[src/rtl/kic_pkg.sv]
`default_nettype none

package kic_pkg;

   localparam int unsigned MAX_CHARS      = 15;
   localparam int unsigned CNT_W          = $clog2(MAX_CHARS + 1);
   localparam int unsigned OUT_TEXT_BYTES = 15;
   localparam int unsigned LENGTH_W       = 4;
   localparam int unsigned WORD_INDEX_W   = 5;
   localparam int unsigned KW_MAX_LEN     = 9;
   localparam int unsigned N_OP_WORDS     = 6;
   localparam int unsigned N_RES_WORDS    = 29;

   typedef logic [7:0]                  char_type;
   typedef logic [MAX_CHARS-1:0][7:0]   text_type;
   typedef logic [CNT_W-1:0]            count_type;
   typedef logic [WORD_INDEX_W-1:0]     word_index_type;
   typedef logic [8*KW_MAX_LEN-1:0]     kw_text_type;

   typedef enum logic [1:0] {
      KIND_IDENT    = 2'd0,
      KIND_OPERATOR = 2'd1,
      KIND_RESERVED = 2'd2
   } kind_type;

   typedef struct packed {
      logic valid;
      logic last;
   } stage_ctl_type;

   // string literals hold character 0 in the highest used byte
   localparam kw_text_type OP_WORDS [N_OP_WORDS] = '{
      "and", "or", "not", "div", "mod", "in"
   };
   localparam int unsigned OP_LENS [N_OP_WORDS] = '{3, 2, 3, 3, 3, 2};

   localparam kw_text_type RES_WORDS [N_RES_WORDS] = '{
      "array", "begin", "case", "const", "do", "downto", "else", "end",
      "file", "for", "function", "goto", "if", "label", "nil", "of",
      "packed", "procedure", "program", "record", "repeat", "set", "then",
      "to", "type", "while", "var", "until", "with"
   };
   localparam int unsigned RES_LENS [N_RES_WORDS] = '{
      5, 5, 4, 5, 2, 6, 4, 3,
      4, 3, 8, 4, 2, 5, 3, 2,
      6, 9, 7, 6, 6, 3, 4,
      2, 4, 5, 3, 5, 4
   };

   localparam char_type CHAR_UPPER_A = 8'h41;
   localparam char_type CHAR_UPPER_Z = 8'h5a;
   localparam char_type CASE_OFFSET  = 8'h20;

   function automatic logic word_equal(input text_type word, input count_type count,
                                       input kw_text_type kw, input int unsigned len);
      logic eq;
      eq = (count == CNT_W'(len));
      for (int unsigned j = 0; j < KW_MAX_LEN; j++) begin
         if (j < len) begin
            if (word[j] != kw[8*(len-1-j) +: 8]) begin
               eq = 1'b0;
            end
         end
      end
      return eq;
   endfunction

endpackage

`default_nettype wire

[src/rtl/kic_in_stage.sv]
`default_nettype none

module kic_in_stage import kic_pkg::*; (
   input  wire logic          clock,
   input  wire logic          reset,
   input  wire logic          req_valid,
   input  wire logic [7:0]    req_character,
   input  wire logic          req_last,
   input  wire logic          advance,
   output logic               req_stall,
   output stage_ctl_type      ctl,
   output char_type           char_out
);

   stage_ctl_type ctl_ff, ctl_in;
   char_type      char_ff, char_in;
   logic          load;

   assign req_stall = ctl_ff.valid && !advance;
   assign load      = req_valid && !req_stall;

   always_comb begin
      ctl_in = ctl_ff;
      char_in = char_ff;
      if (load) begin
         ctl_in.valid = 1'b1;
         ctl_in.last  = req_last;
         // fold capitals to lower case
         if (req_character >= CHAR_UPPER_A && req_character <= CHAR_UPPER_Z) begin
            char_in = req_character + CASE_OFFSET;
         end else begin
            char_in = req_character;
         end
      end else if (advance) begin
         ctl_in.valid = 1'b0;
      end
   end

   always_ff @(posedge clock) begin
      if (reset) begin
         ctl_ff <= '0;
      end else begin
         ctl_ff <= ctl_in;
      end
      char_ff <= char_in;
   end

   assign ctl      = ctl_ff;
   assign char_out = char_ff;

endmodule

`default_nettype wire

[src/rtl/kic_buffer.sv]
`default_nettype none

module kic_buffer import kic_pkg::*; (
   input  wire logic          clock,
   input  wire logic          reset,
   input  wire logic          advance,
   input  wire stage_ctl_type ctl,
   input  wire char_type      char_in,
   output text_type           word,
   output count_type          count
);

   text_type  text_ff, text_in;
   count_type count_ff, count_in;
   text_type  merged;
   count_type merged_count;

   // word as it stands with the current character added
   always_comb begin
      merged = text_ff;
      merged_count = count_ff;
      if (count_ff < CNT_W'(MAX_CHARS)) begin
         merged_count = count_ff + 1'b1;
         for (int unsigned i = 0; i < MAX_CHARS; i++) begin
            if (count_ff == CNT_W'(i)) begin
               merged[i] = char_in;
            end
         end
      end
   end

   always_comb begin
      text_in = text_ff;
      count_in = count_ff;
      if (advance) begin
         if (ctl.last) begin
            text_in = '0;
            count_in = '0;
         end else begin
            text_in = merged;
            count_in = merged_count;
         end
      end
   end

   always_ff @(posedge clock) begin
      if (reset) begin
         text_ff <= '0;
         count_ff <= '0;
      end else begin
         text_ff <= text_in;
         count_ff <= count_in;
      end
   end

   assign word  = merged;
   assign count = merged_count;

endmodule

`default_nettype wire

[src/rtl/kic_match.sv]
`default_nettype none

module kic_match import kic_pkg::*; (
   input  wire text_type       word,
   input  wire count_type      count,
   output kind_type            kind,
   output word_index_type      word_index
);

   logic           op_hit, res_hit;
   word_index_type op_index, res_index;

   // table words are distinct, so at most one entry of each table hits
   always_comb begin
      op_hit = 1'b0;
      op_index = '0;
      for (int unsigned i = 0; i < N_OP_WORDS; i++) begin
         if (word_equal(word, count, OP_WORDS[i], OP_LENS[i])) begin
            op_hit = 1'b1;
            op_index = WORD_INDEX_W'(i);
         end
      end
      res_hit = 1'b0;
      res_index = '0;
      for (int unsigned i = 0; i < N_RES_WORDS; i++) begin
         if (word_equal(word, count, RES_WORDS[i], RES_LENS[i])) begin
            res_hit = 1'b1;
            res_index = WORD_INDEX_W'(i);
         end
      end
   end

   always_comb begin
      priority if (op_hit) begin
         kind = KIND_OPERATOR;
         word_index = op_index;
      end else if (res_hit) begin
         kind = KIND_RESERVED;
         word_index = res_index;
      end else begin
         kind = KIND_IDENT;
         word_index = '0;
      end
   end

endmodule

`default_nettype wire

[src/rtl/keyword_identifier_classifier.sv]
// the last character is held in the input stage, then rsp_valid is registered
// one character per cycle unless a held result blocks, one word per identifier
// timing is set by the single compare stage between the input and result registers
// reset clears the valid flags, the text buffer and the kept count
`default_nettype none

module keyword_identifier_classifier import kic_pkg::*; (
   input  wire logic          clock,
   input  wire logic          reset,
   input  wire logic          req_valid,
   output logic               req_stall,
   input  wire logic [7:0]    req_character,
   input  wire logic          req_last,
   output logic               rsp_valid,
   input  wire logic          rsp_stall,
   output logic [1:0]         rsp_kind,
   output logic [4:0]         rsp_word_index,
   output logic [63:0]        rsp_text_first,
   output logic [55:0]        rsp_text_rest,
   output logic [3:0]         rsp_length
);

   stage_ctl_type  ctl;
   char_type       stage_char;
   text_type       word;
   count_type      count;
   kind_type       kind;
   word_index_type word_index;
   logic           advance;
   logic           load;

   logic                    rsp_valid_ff, rsp_valid_in;
   kind_type                kind_ff;
   word_index_type          index_ff;
   logic [63:0]             first_ff, first_in;
   logic [55:0]             rest_ff, rest_in;
   logic [LENGTH_W-1:0]     length_ff, length_in;

   assign advance = ctl.valid && (!ctl.last || !rsp_valid_ff || !rsp_stall);
   assign load    = advance && ctl.last;

   kic_in_stage u_in_stage (
      .clock         (clock),
      .reset         (reset),
      .req_valid     (req_valid),
      .req_character (req_character),
      .req_last      (req_last),
      .advance       (advance),
      .req_stall     (req_stall),
      .ctl           (ctl),
      .char_out      (stage_char)
   );

   kic_buffer u_buffer (
      .clock   (clock),
      .reset   (reset),
      .advance (advance),
      .ctl     (ctl),
      .char_in (stage_char),
      .word    (word),
      .count   (count)
   );

   kic_match u_match (
      .word       (word),
      .count      (count),
      .kind       (kind),
      .word_index (word_index)
   );

   always_comb begin
      first_in = '0;
      rest_in = '0;
      for (int unsigned i = 0; i < OUT_TEXT_BYTES; i++) begin
         if (i < MAX_CHARS) begin
            if (i < 8) begin
               first_in[8*i +: 8] = word[i];
            end else begin
               rest_in[8*(i-8) +: 8] = word[i];
            end
         end
      end
      if (count > CNT_W'(OUT_TEXT_BYTES)) begin
         length_in = LENGTH_W'(OUT_TEXT_BYTES);
      end else begin
         length_in = count[LENGTH_W-1:0];
      end
   end

   assign rsp_valid_in = load || (rsp_valid_ff && rsp_stall);

   always_ff @(posedge clock) begin
      if (reset) begin
         rsp_valid_ff <= 1'b0;
      end else begin
         rsp_valid_ff <= rsp_valid_in;
      end
      if (load) begin
         kind_ff   <= kind;
         index_ff  <= word_index;
         first_ff  <= first_in;
         rest_ff   <= rest_in;
         length_ff <= length_in;
      end
   end

   assign rsp_valid      = rsp_valid_ff;
   assign rsp_kind       = kind_ff;
   assign rsp_word_index = index_ff;
   assign rsp_text_first = first_ff;
   assign rsp_text_rest  = rest_ff;
   assign rsp_length     = length_ff;

   a_ident_index_zero: assert property (@(posedge clock) disable iff (reset)
      rsp_valid && rsp_kind == KIND_IDENT |-> rsp_word_index == '0)
      else $error("identifier word carries a nonzero index");

   a_length_nonzero: assert property (@(posedge clock) disable iff (reset)
      rsp_valid |-> rsp_length != '0)
      else $error("result word with zero length");

   a_short_rest_zero: assert property (@(posedge clock) disable iff (reset)
      rsp_valid && rsp_length <= 4'd8 |-> rsp_text_rest == '0)
      else $error("short word has characters in upper text");

   a_blocked_last_stalls: assert property (@(posedge clock) disable iff (reset)
      ctl.valid && ctl.last && rsp_valid && rsp_stall |-> req_stall)
      else $error("last character advanced into a held result");

endmodule

`default_nettype wire

[config.mk]
export PLATFORM = sky130hd
export DESIGN_NAME = keyword_identifier_classifier
export DESIGN_NICKNAME = d
export VERILOG_FILES = /design/src/rtl/kic_pkg.sv /design/src/rtl/kic_in_stage.sv /design/src/rtl/kic_buffer.sv /design/src/rtl/kic_match.sv /design/src/rtl/keyword_identifier_classifier.sv
export SDC_FILE = /design/constraint.sdc
export NUM_CORES = 1
export LEC_CHECK = 0
export BUFFER_PORTS_ARGS = -buffer_cell sky130_fd_sc_hd__buf_2
export CAP_MARGIN = 40
export CORE_ASPECT_RATIO = 0.6
export CORE_MARGIN = 2
export CORE_UTILIZATION = 53
export CTS_CLUSTER_DIAMETER = 80
export DETAILED_ROUTE_END_ITERATION = 7
export GPL_TIMING_DRIVEN = 1
export MAX_ROUTING_LAYER = met4
export PLACE_DENSITY = 0.82
export SYNTH_ARGS = -nofsm -noshare
export SYNTH_HDL_FRONTEND = slang
export SYNTH_HIERARCHICAL = 1
export SYNTH_SLANG_ARGS = --single-unit
export TNS_END_PERCENT = 1
[constraint.sdc]
create_clock -name clock -period 8.3 [get_ports clock]
set_clock_uncertainty 0.05 [all_clocks]
set_input_delay 1.245 -clock clock [delete_from_list [all_inputs] [get_ports clock]]
set_output_delay 1.245 -clock clock [all_outputs]
set_load 0.005 [all_outputs]
# --- Yosys cells after proc, flatten, opt, wreduce, memory -nomap -nowiden ---
# Index checks and enable logic that the tools add are counted.
op_classes:
  addsub: 2
  n_lt_le_gt_ge: 4
  n_eq_ne: 96
  n_mux: 232
  reduce_logical: 16
ops:
  columns: ["operator", "n"]
  rows:
  - ["$ne A8 B7 Y1 const B", 74]
  - ["$mux W120", 2]
  - ["$mux W1", 178]
  - ["$mux W8", 16]
  - ["$mux W5", 15]
  - ["$mux W4", 10]
  - ["$eq A4 B4 Y1 const B", 9]
  - ["$eq A4 B3 Y1 const B", 8]
  - ["$mux W3", 6]
  - ["$eq A4 B2 Y1 const B", 4]
  - ["$mux W2", 5]
  - ["$add A8 B6 Y8 const B", 1]
  - ["$ge A8 B7 Y1 const B", 1]
  - ["$le A8 B7 Y1 const B", 1]
  - ["$logic_and A1 B1 Y1", 6]
  - ["$logic_not A1 Y1", 5]
  - ["$add A4 B1 Y4 const B", 1]
  - ["$eq A4 B1 Y1 const B", 1]
  - ["$gt A4 B4 Y1 const B", 1]
  - ["$logic_not A4 Y1", 1]
  - ["$lt A4 B4 Y1 const B", 1]
  - ["$logic_or A1 B1 Y1", 3]
  - ["$reduce_bool A2 Y1", 1]
word_totals:
  reg_bits: 266
  in_bits: 13
  output_inout_bits: 133
  elab_cells: 375

# --- Logic depth before layout (Yosys ltp) ---
depth:
  ltp_word: 40
  ltp_mapped: 13
  ltp_nobuf: 10

# --- By module ---
# The synthesis kept the hierarchy.
modules_own_cells:
  columns: ["mod", "n_inst", "cells_per_inst", "area_each_um2", "seq_area_each_um2"]
  rows:
  - ["kic_buffer", 1, 712, 6846.6, 2482.4]
  - ["keyword_identifier_classifier", 1, 138, 3985.1, 3953.8]
  - ["kic_match", 1, 260, 1757.9, 0.0]
  - ["kic_in_stage", 1, 29, 397.9, 280.3]

# --- Worst setup path after synthesis ---
# OpenSTA, ideal clock, no wires.
synth_timing:
  path_kind: "input to register"
  start: "input port rsp_stall"
  end: "register kind_ff[0] (netlist: rsp_kind[0]) (enable)"
  setup_ns: 0.665
  arrival_time_ns: 7.411
  t_required_ns: 7.585
  setup_slack_ns: 0.174
  path_stages: 1
  path_buffers: 0
  path_cell_list: "a21oi_1"
synth_via:
  elab_chain_cells: 4
synth_rtl:
  columns: ["element", "line_no", "source"]
  rows:
  - ["from (decl)", "keyword_identifier_classifier.sv:15", "input wire logic rsp_stall,"]
  - ["$logic_not A1 Y1", "keyword_identifier_classifier.sv:39", "assign advance = ctl.valid && (!ctl.last || !rsp_valid_ff || !rsp_stall);"]
  - ["$logic_or A1 B1 Y1", "keyword_identifier_classifier.sv:39", null]
  - ["$logic_and A1 B1 Y1", "keyword_identifier_classifier.sv:39", null]
  - ["$logic_and A1 B1 Y1", "keyword_identifier_classifier.sv:40", "assign load = advance && ctl.last;"]
  - ["to (signal assigned)", "keyword_identifier_classifier.sv:99", "kind_ff <= kind;"]
  - ["to (decl)", "keyword_identifier_classifier.sv:33", "kind_type kind_ff;"]
# No other way between the ends.
# A chain may end at the register's enable or synchronous reset.

==> run_results.csv <==
group,metric,value,unit
status,outcome,"finished clean",
sta,tightest_slew,1.065,ns
final_layout,drive_above_1_share,28.47,%
setup_path,r2r_end,"rsp_kind[1]$_DFFE_PP_",
final_layout,seq_area,6716,um2
setup_path,max_stage_delay,0.84,ns
final_layout,nNetsFinal,1249,
setup_path,slowest_stage,"nor4_1",
global_route,use_met2,41.75,%
synth,synth_fp_nets,1159,
global_route,overflow,0,
drt,drcViolationCount,0,
clocking,ctsResizeCount,0,
clocking,cts.reportedPaths.clkPinSlew,0.06,ns
synth,netlist.area_leader.share,32.14,%
synth,synth_warnings,6,
final_layout,postLayoutCoreUtil,60.61,%
place,dpl.hpwl,29.64,mm
sta,relSlewSlack,28.38,%
setup_path,cp.required,8.65,ns
synth,yosysUniqueCellTypes,65,
place,gp_congestion,1.009,
drt,ant_nets,0,
setup_path,start_kind,"flip-flop",
synth,ys_ff_latch,266,
setup_path,critPathKind,"flip-flop to flip-flop",
sta,fin_tns_setup,0,ns
setup_path,path_cells,"inv_1 -> ha_1 -> nor3b_4 -> mux2_2 -> nor4b_1 -> nand2_1 -> nor4_1 -> a31oi_1 -> nor4bb_1 -> nand4_1",
final_layout,multi_input_area,5713,um2
pwr,p_leak,0.005269,uW
setup_path,regToRegSetupSlack,3.71,ns
clocking,numCtsBuffers,25,
clocking,cts.sinks,266,
hold_path,min_from,"u_buffer/text_ff[25]$_SDFFE_PP0P_",
final_layout,n_fill_cell,1972,
global_route,top_usage_layer,"met1",
global_route,grt_pass1_vias,9998,
clocking,postCtsSetupBuffers,0,
sta,drv_slew,0,
hold_path,whs_path_depth,2,
setup_path,crit_family,"simple AND/OR/NAND/NOR gates",
die,die_height,125.3,um
global_route,grt_use_met3,11.65,%
sta,clock.fmax,0.2179,GHz
sta,final.period_utilization,55.28,%
clocking,cts_hold_buf,0,
die,start_util,53.86,%
die,rows,44,
setup_path,timing.critical_path.buf_inv,1,
hold_path,hp-class,"flip-flop to flip-flop",
drt,drtIter0Drc,1292,
synth,async_flop_share,0,%
global_route,grt_max_degree,88,
hold_path,whs_endpoint,"u_buffer/text_ff[25]$_SDFFE_PP0P_",
synth,synth_area,12990,um2
setup_path,cp.arrival,4.94,ns
synth,yosysSeqAreaShare,51.71,%
setup_path,r2r_cells,10,
clocking,cts-root-buf,"clkbuf_16",
global_route,use_met1,51.14,%
sta,setup_viol,0,
global_route,track_usage,33.47,%
sta,period_needed,4.588,ns
clocking,cts_tree,"done",
drt,detail_route.first_pass.iterations,5,
sta,finalWorstSetupSlack,3.712,ns
pwr,power_density,185.3,nW/um2
setup_path,end_kind,"flip-flop",
sta,rsz0062_at_grt,"false",
clocking,clk_latency,0.55,ns
final_layout,diodes,0,
sta,hold_violations,0,
die,coreArea,24110,um2
drt,vias,10670,
clocking,htreeDepth,1,
place,port-buffer-count,145,
setup_path,r2r_start,"u_buffer/count_ff[1]$_SDFFE_PP0P_",
job,maxCapViolCount,0,
die,die_w,206.1,um
synth,synth_cells,1139,
synth,synth.avg_cell_area,11.40,um2
global_route,antenna_found_initial,1,
clocking,clock_path_buffers,3,
final_layout,area_delta_synth_final,12.53,%
global_route,grt_pass1_wl,62.73,mm
synth,synth_enable_flop_cells,139,
synth,synthTopCellsByArea,"edfxtp_1 (32%), dfxtp_1 (20%), mux2_2 (9.8%)",
synth,ys.flop_type,"edfxtp_1",
synth,yosys.area.top_type,"edfxtp_1",
pwr,ir_drop,0.1540,mV
drt,drt-total-wl,42.48,mm
setup_path,cp_max_fo,16,
die,pin_count,146,
drt,wl_per_cell,27.07,um
die,die_area,25810,um2
place,place_ws,4.052,ns
drt,viasPerCell,6.798,
-- registers in the layout, summed over array words and instances (netlist names) --
register / cells
rsp_word_index: 5
rsp_text_first: 64
u_buffer/text_ff: 120
u_in_stage/char_out: 8
rsp_text_rest: 56
rsp_kind: 2
u_buffer/count_ff: 4
rsp_valid: 1
u_in_stage/ctl: 2
rsp_length: 4
-- report_power, final --
group / internal (uW) / total, uW / switching (uW)
Clock: 602 / 1100 / 498
Combinational: 58.7 / 194 / 136
Sequential: 1400 / 1410 / 17.4
-- worst max path at each step --
stage | slack [ns] | from | end | depth (start not counted)
4_1_cts | 4.01 | u_buffer/count_ff[1]$_SDFFE_PP0P_ | rsp_kind[1]$_DFFE_PP_ | 10
6_report | 3.71 | u_buffer/count_ff[1]$_SDFFE_PP0P_ | rsp_kind[1]$_DFFE_PP_ | 10
5_1_grt | 3.58 | u_buffer/count_ff[1]$_SDFFE_PP0P_ | rsp_kind[1]$_DFFE_PP_ | 10
3_5_place_dp | 4.05 | u_buffer/count_ff[2]$_SDFFE_PP0P_ | rsp_kind[1]$_DFFE_PP_ | 8
3_3_place_gp | 3.98 | u_buffer/count_ff[1]$_SDFFE_PP0P_ | rsp_kind[1]$_DFFE_PP_ | 10
2_1_floorplan | 0.17 | rsp_stall | rsp_kind[0]$_DFFE_PP_ | 1
-- placed cells by master, fill, tap and decap left out, drive strengths merged, types with 9 or more instances in the layout --
cell,synthesis,layout
nor4bb,10,10
a31oi,28,28
nor4,22,22
nand4,31,31
and3b,20,20
nand4b,24,24
nor2,102,102
clkbuf,53,37
inv,9,10
nand3,33,33
mux2,120,120
buf,56,172
a32oi,80,80
dfxtp,127,127
nor4b,12,12
nand2b,55,55
nand2,47,47
nand3b,31,31
nor3b,9,9
nor2b,9,9
a21oi,26,26
nor3,12,12
nand4bb,13,13
edfxtp,139,139
-- worst register-to-register path: cells and delay by family, from the launching register on --
family	cells	cell delay [ns]
buffers and inverters	1	0.13
DFF	1	0.39
and+or+nand+nor	6	2.74
muxes	1	0.54
adders and majority gates	1	0.37
AOI/OAI and AO/OA	1	0.24
-- cell families (layout without fill, tap and decap cells) --
family	Yosys count	after routing	synth area share (%)
AND/OR/NAND/NOR	470	470	23.14
flip-flops	266	266	51.71
AO/OA/AOI/OAI	156	156	9.220
multiplexers	120	120	10.55
buffers and inverters	118	226	4.566
adder cells (fa/ha/maj)	7	7	0.6743
XOR/XNOR	2	2	0.1349
-- area by class of cell --
class	instances	area share (%)
inverter	9	0.2311
clock inverter	8	0.3168
multi-input combinational	755	39.09
clock buffer	37	4.940
sequential	266	45.95
tap	322	2.757
timing repair buffer	172	6.712
-- Yosys cell counts (9+ instances only) --
| cell | n |
|---|---|
| edfxtp_1 | 139 |
| dfxtp_1 | 127 |
| mux2_2 | 113 |
| nor2_1 | 102 |
| a32oi_1 | 80 |
| nand2b_1 | 55 |
| clkbuf_1 | 53 |
| nand2_1 | 47 |
| buf_2 | 33 |
| nand3_1 | 33 |
| nand3b_1 | 31 |
| nand4_1 | 30 |
| a31oi_1 | 28 |
| a21oi_1 | 25 |
| and3b_1 | 20 |
| nor4_1 | 20 |
| nand4b_1 | 16 |
| buf_4 | 13 |
| nand4bb_1 | 13 |
| nor3_1 | 12 |
| nor4b_1 | 12 |
| nor4bb_1 | 10 |
| inv_1 | 9 |
| nor2b_1 | 9 |
-- through the flow --
stage	instances	hold WS [ns]	instance area, um2	power (uW)
after global placement	1512	0.4030	13710	1620
final	1569	0.4199	14620	2708
after CTS	1569	0.4220	14620	2709
after global routing	1569	0.4364	14620	2779
after detailed placement	1524	0.4098	13850	1626
after floorplan	1139	0.3954	12990	1554
-- routing by layer --
metal  wire length [um]  part of all wire [%]  up-vias
met5                  0                     0        -
met4                974                   2.3        0
met3               5700                    13       90
met2              16340                    38      704
met1              19460                    46     5310
li1                   -                     -     4562
Power figures use the tool's default switching activity.
